===== src/design/trer_pkg.sv =====
// package for the triangle edge rasterizer
// shared constants, request and register codes, controller/datapath structs
// no dependencies
`default_nettype none

package trer_pkg;

  // default sizes of the frame store and vertex coordinates
  localparam int DEF_MAX_WIDTH  = 128;
  localparam int DEF_MAX_HEIGHT = 32;
  localparam int DEF_COORD_BITS = 17;

  // fixed field widths
  localparam int REQ_BITS      = 2;
  localparam int COL_BITS      = 7;
  localparam int ROW_BITS      = 5;
  localparam int SW_BITS       = 8;
  localparam int SH_BITS       = 6;
  localparam int CFG_IDX_BITS  = 1;
  localparam int CFG_DATA_BITS = 8;

  // request kinds
  localparam logic [REQ_BITS-1:0] REQ_CLEAR = 2'd0;
  localparam logic [REQ_BITS-1:0] REQ_DRAW  = 2'd1;
  localparam logic [REQ_BITS-1:0] REQ_READ  = 2'd2;

  // configuration register indexes
  localparam logic [CFG_IDX_BITS-1:0] CFG_WIDTH  = 1'd0;
  localparam logic [CFG_IDX_BITS-1:0] CFG_HEIGHT = 1'd1;

  // register reset values
  localparam logic [SW_BITS-1:0] RESET_WIDTH  = 8'd100;
  localparam logic [SH_BITS-1:0] RESET_HEIGHT = 6'd30;

  // controller to datapath commands
  typedef struct packed {
    logic load;
    logic setup;
    logic mul;
    logic row_rd;
    logic row_ld;
    logic scan;
    logic row_wr;
    logic rd_pix;
    logic clr;
    logic finish;
  } cmd_t;

  // datapath to controller status
  typedef struct packed {
    logic clr_last;
    logic mul_last;
    logic box_empty;
    logic scan_last;
    logic row_last;
  } sts_t;

endpackage

`default_nettype wire


===== src/design/trer_ctrl.sv =====
// controller state machine for the triangle edge rasterizer
// sequences clear, draw and read work; uses trer_pkg
`default_nettype none

module trer_ctrl (
  input  wire logic                          clk,
  input  wire logic                          rst,
  input  wire logic                          start,
  input  wire logic [trer_pkg::REQ_BITS-1:0] req_type,
  output logic                               busy,
  output trer_pkg::cmd_t                     cmd,
  input  wire trer_pkg::sts_t                sts
);

  typedef enum logic [9:0] {
    S_IDLE    = 10'b00_0000_0001,
    S_CLEAR   = 10'b00_0000_0010,
    S_SETUP   = 10'b00_0000_0100,
    S_MUL     = 10'b00_0000_1000,
    S_ROW_RD  = 10'b00_0001_0000,
    S_ROW_LD  = 10'b00_0010_0000,
    S_SCAN    = 10'b00_0100_0000,
    S_ROW_WR  = 10'b00_1000_0000,
    S_READ_RD = 10'b01_0000_0000,
    S_FINISH  = 10'b10_0000_0000
  } state_t;

  state_t state, state_next;
  logic   from_req, from_req_next;
  logic   accept;

  assign busy   = (state != S_IDLE);
  assign accept = start && (state == S_IDLE);

  always_comb begin
    state_next    = state;
    from_req_next = from_req;
    cmd           = '0;
    unique case (state)
      S_IDLE: begin
        if (start) begin
          cmd.load      = 1'b1;
          from_req_next = 1'b1;
          unique case (req_type)
            trer_pkg::REQ_CLEAR: state_next = S_CLEAR;
            trer_pkg::REQ_DRAW:  state_next = S_SETUP;
            trer_pkg::REQ_READ:  state_next = S_READ_RD;
            default:             state_next = S_FINISH;
          endcase
        end
      end
      S_CLEAR: begin
        cmd.clr = 1'b1;
        if (sts.clr_last) begin
          state_next = from_req ? S_FINISH : S_IDLE;
        end
      end
      S_SETUP: begin
        cmd.setup  = 1'b1;
        state_next = S_MUL;
      end
      S_MUL: begin
        cmd.mul = 1'b1;
        if (sts.mul_last) begin
          state_next = sts.box_empty ? S_FINISH : S_ROW_RD;
        end
      end
      S_ROW_RD: begin
        cmd.row_rd = 1'b1;
        state_next = S_ROW_LD;
      end
      S_ROW_LD: begin
        cmd.row_ld = 1'b1;
        state_next = S_SCAN;
      end
      S_SCAN: begin
        cmd.scan = 1'b1;
        if (sts.scan_last) begin
          state_next = S_ROW_WR;
        end
      end
      S_ROW_WR: begin
        cmd.row_wr = 1'b1;
        state_next = sts.row_last ? S_FINISH : S_ROW_RD;
      end
      S_READ_RD: begin
        cmd.rd_pix = 1'b1;
        state_next = S_FINISH;
      end
      S_FINISH: begin
        cmd.finish = 1'b1;
        state_next = S_IDLE;
      end
      default: begin
        state_next = S_IDLE;
      end
    endcase
  end

  always_ff @(posedge clk) begin
    if (rst) begin
      state    <= S_CLEAR;
      from_req <= 1'b0;
    end else begin
      state <= state_next;
      if (accept) begin
        from_req <= from_req_next;
      end
    end
  end

endmodule

`default_nettype wire

===== config.mk =====
export PLATFORM = sky130hd
export DESIGN_NAME = trer_ctrl
export DESIGN_NICKNAME = d
export VERILOG_FILES = /design/src/design/trer_pkg.sv /design/src/design/trer_ctrl.sv
export SDC_FILE = /design/constraint.sdc
export NUM_CORES = 1
export LEC_CHECK = 0
export BUFFER_PORTS_ARGS = -buffer_cell sky130_fd_sc_hd__buf_2
export CORE_MARGIN = 1.5
export CORE_UTILIZATION = 25
export DETAILED_ROUTE_END_ITERATION = 12
export SLEW_MARGIN = 10
export SYNTH_ARGS = -nofsm -noshare
export SYNTH_HDL_FRONTEND = slang
export SYNTH_SLANG_ARGS = --single-unit

===== constraint.sdc =====
create_clock -name clk -period 3.89 [get_ports clk]
set_clock_uncertainty 0.2 [all_clocks]
set_input_delay 0.389 -clock clk [delete_from_list [all_inputs] [get_ports clk]]
set_output_delay 0.389 -clock clk [all_outputs]
set_load 0.005 [all_outputs]

Word level (Yosys, flattened, before mapping)
Index checks and enable logic that the tools add are counted.
{ "totals": {"reg_bits": 11, "latch_bits": 0, "mem_bits_rw": 0, "rom_bits": 0, "input_bits": 10, "out_inout_bits": 11, "word_cells": 43, "mem_count": 0} }
{ "classes": {"add_sub_neg": 0, "multipliers": 0, "div_mod_pow": 0, "n_lt_le_gt_ge": 0, "n_eq_ne": 17, "shift": 0, "muxes": 20, "bitwise": 0, "reduce_logical": 4} }
{ "op_table": {"columns": ["cell", "n"], "rows": [
  ["one-hot mux 10 bit (9 select lines)", 1],
  ["2-to-1 mux 10 bit", 7],
  ["one-hot mux 10 bit (3 select lines)", 1],
  ["2-to-1 mux 1 bit", 11],
  ["equality test 10 x 1 -> 1 bit, second input constant", 1],
  ["equality test 10 bit, second input constant", 1],
  ["equality test 10 x 2 -> 1 bit, second input constant", 1],
  ["equality test 10 x 3 -> 1 bit, second input constant", 1],
  ["equality test 10 x 4 -> 1 bit, second input constant", 1],
  ["equality test 10 x 5 -> 1 bit, second input constant", 1],
  ["equality test 10 x 6 -> 1 bit, second input constant", 1],
  ["equality test 10 x 7 -> 1 bit, second input constant", 1],
  ["equality test 10 x 8 -> 1 bit, second input constant", 1],
  ["equality test 10 x 9 -> 1 bit, second input constant", 1],
  ["inequality test 10 x 1 -> 1 bit, second input constant", 1],
  ["inequality test 2 bit, second input constant", 4],
  ["AND reduction 4 bit", 1],
  ["AND reduction 3 bit", 1],
  ["equality test 2 x 1 -> 1 bit, second input constant", 1],
  ["equality test 2 bit, second input constant", 1],
  ["zero test 2 bit", 1],
  ["logical AND 1 bit", 1]
]} }

Longest topological paths before layout
Gate-level depths: netlist of run 1.
{ "depth": {"ltp_word": 4, "mapped_depth": 5} }

Least setup slack after synthesis of run 1
OpenSTA, ideal clock, no wires.
{ "synth_timing": {"kind": "reg-to-output", "start": "reg state[3]", "end": "out cmd[9] (netlist bit)", "arrival_ns": 1.559, "setup_slack_ns": 1.742, "path_stages_with_launch": 6, "path_buffers": 2, "path_cell_list": "dfxtp_1 -> buf_6 -> or4_4 -> nor4b_4 -> and2_2 -> buf_4"} }
{ "synth_lines": {"columns": ["item", "line", "text"], "rows": [
  ["start, declared", "trer_ctrl.sv:28", "state_t state, state_next;"],
  ["start signal, assigned", "trer_ctrl.sv:105", "state <= state_next;"],
  ["end, declared", "trer_ctrl.sv:11", "output trer_pkg::cmd_t cmd,"]
]} }

==> results of run 1 <==
## metrics by stage
stage / hold slack (ns) / cell area [um^2]
floorplan: 0.264 / 823
global placement: 0.312 / 931
detailed placement: 0.324 / 931
CTS: 0.154 / 957
global route: 0.163 / 957
finish: 0.160 / 957
## per-layer routing
layer  global-route usage, %  wire length, um  vias to the layer above
li1                        -                -                      398
met1                    16.4              981                      396
met2                    18.8             1020                       29
met3                    1.28              103                        4
met4                    7.30               38                        0
met5                       0                0                        -
## final timing paths
kind	start	to	slack [ns]
setup / recovery	state[3]	cmd[9]	1.34
hold / removal	req_type[0]	state[1]	0.16
setup reg to reg	state[3]	state[9]	1.75
hold reg to reg	from_req	from_req	0.34
## layout by cell type (no fill, tap or decap), types with 3 or more instances in the layout
cell / Yosys / final
buf_2: 2 / 20
clkbuf_4: 0 / 3
dfxtp_1: 11 / 11
inv_1: 8 / 8
nand3_1: 4 / 4
nor2_1: 7 / 7
nor3_1: 5 / 5
nor3b_1: 5 / 5
nor4_1: 7 / 7
xor2_1: 3 / 3
## registers in the layout, indices dropped and copies added, names as in the netlist
name      count
state        10
from_req      1
## final cells by class
type	instances	area [um^2]	area share, %
repair buffers	20	100	10.5
well taps	44	55.1	5.75
clock buffers	4	26.3	2.75
inverters	8	30.0	3.14
multi-input cells	70	526	54.9
flip-flops and latches	11	220	23.0
## report_power, final
group	leakage [uW]	switching (uW)	total [uW]	internal, uW
clock network	0.0000150	39.1	78.9	39.8
registers	0.0000894	17.9	137	119
logic	0.000323	48.4	92.2	43.8
## logic make-up (layout without fill, tap and decap cells)
kind of cell / after synthesis / count (layout) / synth area share, %
buffers and inverters: 17 / 32 / 9.42
muxes: 1 / 1 / 1.37
xor gates and xnor gates: 3 / 3 / 3.19
and+or+nand+nor: 52 / 52 / 43.8
AOI/OAI and AO/OA: 14 / 14 / 15.5
DFF: 11 / 11 / 26.7
==> results.yml, run 1 <==
placed_design:
  dp_slack_ns: 1.66
  place_congestion: 0.818
  dp_hpwl_um: 1650
  placed_cells: 153
  numPortBuffers: 20
synthesis:
  synth_area_leaders: "dfxtp_1 27%, nor4_1 5.3%, nor3b_1 4.6%"
  async_reset_ff_share_pct: 0
  synth.top_cell.area_share_pct: 26.7
  synth_warnings: 0
  synthCells: 98
  synth.most_common_cell: "dfxtp_1"
  synth_cell_types: 46
  synth_commonest_cells: "11 x dfxtp_1, 8 x inv_1, 7 x nor2_1, 7 x nor4_1"
  synthFlopType: "dfxtp_1"
  synth_fp_nets: 108
  synth_seq_area_share_pct: 26.7
  ys_ff_latch: 11
  yosysTopAreaCell: "dfxtp_1"
  synth_area_per_cell_um2: 8.40
  syn_area_um2: 823
  synth_edf_count: 0
clock_tree:
  insertion_delay_ns: 0.27
  clk_pin_slew_worst_paths_ns: 0.07
  numCtsBuffers: 3
  cts_setup_buffers: 0
  cts.path.max_buffers: 2
  hold_buffers: 0
  cts_root_buf: "clkbuf_4"
  cts.sinks: 11
  cts_resized: 0
  cts_max_level: 1
  cts_tree: "yes"
worst_setup_path:
  crit_slowest_cell: "or4_4"
  cp_num_cells: 4
  path_class: "register to output port"
  start_kind: "register"
  path_max_fanout: 10
  cp.required_ns: 3.30
  cp_top_family: "simple AND/OR/NAND/NOR gates"
  cp.arrival_ns: 1.96
  path_cells: "or4_4 -> nor4b_4 -> and2_2 -> buf_2"
  r2r_cells: 4
  cpPeakStageDelay_ns: 0.59
  critPathBufInv: 1
  critical_path.endpoint_type: "output port"
floorplan:
  coreArea_mm2: 0.00310
  io-pin-count: 21
  die_width_um: 60.4
  core.rowCount: 20
  chipHeight_um: 60.4
  start_util_pct: 26.5
  dieArea_mm2: 0.00365
final_layout:
  fin_cells: 157
  antenna_cells: 0
  fillCellCount: 362
  drive_above_1_share_pct: 30.1
  final_nets: 124
  area_growth_pct: 16.3
  final_util_pct: 30.8
detailed_routing:
  drc: 0
  drt_iter0_markers: 84
  via_per_inst: 5.27
  antenna_left: 0
  firstDrtPassIters: 4
  vias: 827
  routed_wire_length_per_instance_um: 13.6
  routed_wl_um: 2140
pwr:
  finalPower_uw: 308
  powerDensity_mw_per_mm2: 322
  ir_drop_uv: 90.9
  cellLeakagePower_uw: 0.000427
grt:
  antenna_found_initial: 0
  grt_overflow: 0
  grt_pass1_wl_um: 3360
  grt_max_degree: 12
  grt_util_all_layers_pct: 12.2
  grt_pass1_vias: 748
sta:
  setup_viol: 0
  slew_headroom_pct: 59.8
  slew_violations: 0
  period_share_pct: 65.7
  fmax_mhz: 392
  worst_pin_slew_ns: 0.597
  period_needed_ns: 2.55
  rsz0062_at_grt: "no"
  finalHoldViolCount: 0
  setup_ws_ns: 1.34
  setup_tns_ns: 0
worst_hold_path:
  holdCritPathClass: "primary input to register"
  min_path_cells: 2
outcome:
  outcome: "finished, final reports clean"
flow_run:
  cap_violations: 0
(Power assumes the default switching activity.)
==> run 2: changes to the inputs <==
--- a/config.mk
+++ b/config.mk
@@ -5,6 +5,7 @@
 export SDC_FILE = /design/constraint.sdc
 export NUM_CORES = 1
 export LEC_CHECK = 0
+export ABC_AREA = 1
 export BUFFER_PORTS_ARGS = -buffer_cell sky130_fd_sc_hd__buf_2
 export CORE_MARGIN = 1.5
 export CORE_UTILIZATION = 25
==> constraint.sdc (replaced) <==
create_clock -name clk -period 2.1 [get_ports clk]
set_clock_uncertainty 0.2 [all_clocks]
set_input_delay 0.21 -clock clk [delete_from_list [all_inputs] [get_ports clk]]
set_output_delay 0.21 -clock clk [all_outputs]
set_load 0.005 [all_outputs]
==> results.yml, run 2 <==
worst_setup_path:
  r2r-start: "state[6]"
  cp_num_cells: 6
  path_class: "register to output port"
  cp_top_family: "simple AND/OR/NAND/NOR gates"
  cp.required_ns: 1.69
  critPathBufInv: 1
  start_kind: "register"
  critical_path.endpoint_type: "output port"
  path_max_fanout: 6
  cp.arrival_ns: 1.51
  path_cells: "nor2_2 -> nand2_2 -> nor2_2 -> nand2_2 -> nor2_1 -> buf_2"
  reg2reg_setup_slack_ns: 0.48
  reg2reg_to: "state[0]"
  cpPeakStageDelay_ns: 0.33
  crit_slowest_cell: "dfxtp_1"
  r2r_cells: 10
synthesis:
  synth-simple-area-share_pct: 57.7
  synth.top_cell.area_share_pct: 25.2
  synthFlopType: "dfxtp_1"
  ys_ff_latch: 11
  synth_area_leaders: "dfxtp_1 25%, nand2_1 12%, inv_1 9.9%"
  synth_cell_types: 24
  synth-compound-area-share_pct: 2.72
  yosysTopAreaCell: "dfxtp_1"
  synth_area_per_cell_um2: 6.38
  synth-adder-area-share_pct: 0
  synth_xor_area_share_pct: 0
  synthMuxAreaShare_pct: 0
  synth_fp_nets: 147
  synthCells: 137
  synth_warnings: 0
  syn_area_um2: 875
  synth_edf_count: 0
  synth_top_family_by_area: "simple AND/OR/NAND/NOR gates"
  synth_commonest_cells: "29 x nand2_1, 23 x inv_1, 20 x nor2_1"
  synth_seq_area_share_pct: 25.2
  synth.most_common_cell: "nand2_1"
  async_reset_ff_share_pct: 0
clock_tree:
  hold_buffers: 0
  numCtsBuffers: 3
  insertion_delay_ns: 0.27
  cts_resized: 0
  cts_tree: "yes"
  cts.sinks: 11
  cts_max_level: 1
  cts_setup_buffers: 0
  clk_pin_slew_worst_paths_ns: 0.07
  cts.path.max_buffers: 2
  cts_root_buf: "clkbuf_4"
floorplan:
  core.rowCount: 21
  dieArea_mm2: 0.00386
  io-pin-count: 21
  start_util_pct: 26.2
  die_width_um: 62.1
  coreArea_mm2: 0.00334
  chipHeight_um: 62.1
flow_run:
  cap_violations: 0
sta:
  worst_pin_slew_ns: 0.281
  setup_viol: 0
  setup_ws_ns: 0.180
  setup_tns_ns: 0
  fmax_mhz: 521
  rsz0062_at_grt: "no"
  slew_headroom_pct: 81.2
  finalHoldViolCount: 0
  slew_violations: 0
  period_needed_ns: 1.92
  period_share_pct: 91.4
pwr:
  p_switching_uw: 190
  sequentialPowerShare_pct: 42.1
  cellLeakagePower_uw: 0.000609
  ir_drop_uv: 184
  swShare_pct: 34.9
  powerDensity_mw_per_mm2: 522
  pwr-share-comb_pct: 31.1
  p_int_uw: 354
  p_clk_share_pct: 26.9
  finalPower_uw: 544
detailed_routing:
  antenna_left: 0
  drt_iter0_markers: 28
  drc: 0
  firstDrtPassIters: 4
  routed_wl_um: 2030
  via_per_inst: 4.04
  routed_wire_length_per_instance_um: 9.92
  vias: 829
worst_hold_path:
  min_to: "state[9]"
  hold_start: "rst"
  min_path_cells: 2
  holdCritPathClass: "primary input to register"
final_layout:
  area_growth_pct: 19.3
  final_nets: 170
  reg_top3: "state: 10 flops, from_req: 1 flops"
  fin_cells: 205
  layout_commonest_cell: "nand2_1"
  final_cell_mix: "29 x nand2_1, 23 x inv_1, 20 x nor2_1, 20 x buf_2, 11 x dfxtp_1"
  antenna_cells: 0
  largest_reg_flops: 10
  regMostFlops: "state"
  drive_above_1_share_pct: 34.0
grt:
  antenna_found_initial: 0
  grt_overflow: 0
  grt_max_degree: 9
  grt_util_all_layers_pct: 11.2
  grt_pass1_vias: 799
  grt_pass1_wl_um: 3470
placed_design:
  numPortBuffers: 20
  placed_cells: 201
  dp_hpwl_um: 1730
  dp_slack_ns: 0.470
  place_congestion: 0.818
outcome:
  outcome: "finished, final reports clean"
run 2: per-stage QoR:
step	area [um^2]	hold WS, ns	utilization (%)
CTS	1040	0.0162	31.3
detailed placement	1020	0.278	30.5
finish	1040	0.0132	31.3
global placement	1020	0.276	30.5
floorplan	875	0.149	-
global route	1040	0.00998	31.3
run 2: worst reg2reg max path: cells and delay by family (launching register included):
family / cells / cell delay (ns)
buffers and inverters: 2 / 0.07
and+or+nand+nor: 8 / 0.91
DFF: 1 / 0.33
run 2: worst max path at each step:
stage,from,slack [ns],end
after floorplan,state[4],0.65,cmd[9]
after global placement,state[6],0.46,cmd[9]
after detailed placement,state[6],0.47,cmd[9]
after CTS,state[6],0.17,cmd[9]
after global routing,state[6],0.1,cmd[9]
final,state[6],0.18,cmd[9]
run 2: kinds of logic after synthesis:
group,Yosys count
buffers and inverters,31
DFF,11
AOI/OAI and AO/OA,4
and+or+nand+nor,91
run 2: power groups by stage:
stage	sequential [uW]	clock [uW]	combinational (uW)
2_1_floorplan	232	0	130
3_3_place_gp	233	0	168
3_5_place_dp	234	0	171
4_1_cts	229	150	172
5_1_grt	231	161	189
6_report	229	146	169
run 2: area by class of cell:
cell class              count  area [um^2]
clock buffers               4         26.3
fillers                   387         2290
inverters                  29          111
multi-input cells          95          528
flip-flops and latches     11          220
well taps                  46         57.6
repair buffers             20          100
run 2: layer usage:
layer	vias up	wire length, um	track usage (%)
met2	21	892	17.7
met4	0	42	5.83
li1	459	-	-
met5	-	0	0
met3	5	72	1.81
met1	344	1030	14.7
==> run 3: changes to the inputs <==
--- a/config.mk
+++ b/config.mk
@@ -9,7 +9,9 @@
 export BUFFER_PORTS_ARGS = -buffer_cell sky130_fd_sc_hd__buf_2
 export CORE_MARGIN = 1.5
 export CORE_UTILIZATION = 25
+export CTS_CLUSTER_DIAMETER = 40
 export DETAILED_ROUTE_END_ITERATION = 12
+export PLACE_DENSITY = 0.49
 export SLEW_MARGIN = 10
 export SYNTH_ARGS = -nofsm -noshare
 export SYNTH_HDL_FRONTEND = slang
==> results.yml, run 3 (synthesis results as in run 2) <==
grt:
  grt_pass1_vias: 766
  grt_max_degree: 9
  antenna_found_initial: 0
  grt_util_all_layers_pct: 11.2
  grt_pass1_wl_um: 3510
  grt_overflow: 0
pwr:
  ir_drop_uv: 282
  cellLeakagePower_uw: 0.000609
  p_switching_uw: 190
  pwr-share-comb_pct: 31.1
  p_int_uw: 354
  powerDensity_mw_per_mm2: 522
  sequentialPowerShare_pct: 42.2
  swShare_pct: 35.0
  p_clk_share_pct: 26.7
worst_setup_path:
  critical_path.endpoint_type: "output port"
  cp.required_ns: 1.69
  cpPeakStageDelay_ns: 0.33
  crit_slowest_cell: "dfxtp_1"
  cp_top_family: "simple AND/OR/NAND/NOR gates"
  start_kind: "register"
  path_cells: "nor2_2 -> nand2_2 -> nor2_2 -> nand2_2 -> nor2_1 -> buf_2"
  critPathBufInv: 1
  path_class: "register to output port"
  path_max_fanout: 6
  cp.arrival_ns: 1.48
final_layout:
  final_cell_mix: "29 x nand2_1, 23 x inv_1, 20 x nor2_1, 20 x buf_2, 11 x dfxtp_1"
  layout_commonest_cell: "nand2_1"
  reg_top3: "state: 10 flops, from_req: 1 flops"
  regMostFlops: "state"
  largest_reg_flops: 10
  antenna_cells: 0
  drive_above_1_share_pct: 34.0
  final_nets: 170
  area_growth_pct: 19.3
clock_tree:
  cts_resized: 0
  cts.sinks: 11
  insertion_delay_ns: 0.27
  cts_setup_buffers: 0
  numCtsBuffers: 3
  clk_pin_slew_worst_paths_ns: 0.07
  cts_root_buf: "clkbuf_4"
  cts_tree: "yes"
  cts_max_level: 1
  cts.path.max_buffers: 2
  hold_buffers: 0
detailed_routing:
  routed_wire_length_per_instance_um: 10.0
  drc: 0
  vias: 854
  via_per_inst: 4.17
  drt_iter0_markers: 18
  routed_wl_um: 2060
  antenna_left: 0
  firstDrtPassIters: 4
sta:
  timing.hold.ws_ns: 0.0148
  fmax_mhz: 530
  period_needed_ns: 1.89
  period_share_pct: 89.8
  slew_violations: 0
  setup_tns_ns: 0
  worst_pin_slew_ns: 0.294
  setup_viol: 0
  slew_headroom_pct: 80.3
  rsz0062_at_grt: "no"
  finalHoldViolCount: 0
floorplan:
  start_util_pct: 26.2
  die_width_um: 62.1
  dieArea_mm2: 0.00386
  core.rowCount: 21
  chipHeight_um: 62.1
  io-pin-count: 21
  coreArea_mm2: 0.00334
worst_hold_path:
  holdCritPathClass: "primary input to register"
placed_design:
  dp_hpwl_um: 1740
  numPortBuffers: 20
  place_congestion: 0.796
outcome:
  outcome: "finished, final reports clean"
flow_run:
  cap_violations: 0
run 3: cell counts in the layout (fill, tap and decap cells not counted):
Identical to the previous run, type by type.
run 3: tightest hold or removal path, cell delays in order:
cell     delay, ns
buf_2         0.11
nand4_1       0.08
inv_1         0.04
run 3: worst paths after layout:
| kind | from | endpoint | slack, ns | cells past startpoint |
|---|---|---|---|---|
| worst max-delay path | state[6] | cmd[9] | 0.21 | 6 |
| worst min-delay path | req_type[0] | state[2] | 0.01 | 3 |
| worst max register to register | state[6] | state[0] | 0.49 | 10 |
| worst min register to register | from_req | from_req | 0.31 | 1 |
run 3: routing by layer:
layer  track usage, %  part of all wire, %  wire [um]
met3             1.63                  2.9         59
met2             17.8                   47        963
met5                0                    0          0
met1             15.7                   50       1030
met4             3.33                 0.29          6
run 3: stage by stage:
step / worst slack, ns / util (%) / std cells / cell area (um^2) / power, uW
final: 0.214 / 31.3 / 205 / 1040 / 544
after CTS: 0.198 / 31.3 / 205 / 1040 / 551
after global routing: 0.0451 / 31.3 / 205 / 1040 / 590
after detailed placement: 0.501 / 30.5 / 201 / 1020 / 403
after global placement: 0.499 / 30.5 / 201 / 1020 / 404
after floorplan: 0.646 / - / 137 / 875 / 362
run 3: layout make-up:
| type | count | area (um^2) |
|---|---|---|
| flip-flops and latches | 11 | 220 |
| clock buffers | 4 | 26.3 |
| repair buffers | 20 | 100 |
| fillers | 392 | 2290 |
| inverters | 29 | 111 |
| multi-input cells | 95 | 528 |
| well taps | 46 | 57.6 |
run 3: power groups by stage:
stage	clock, uW	combinational [uW]	sequential, uW
3_5_place_dp	0	168	234
5_1_grt	169	189	232
6_report	146	169	229
2_1_floorplan	0	130	232
3_3_place_gp	0	170	234
4_1_cts	152	170	230
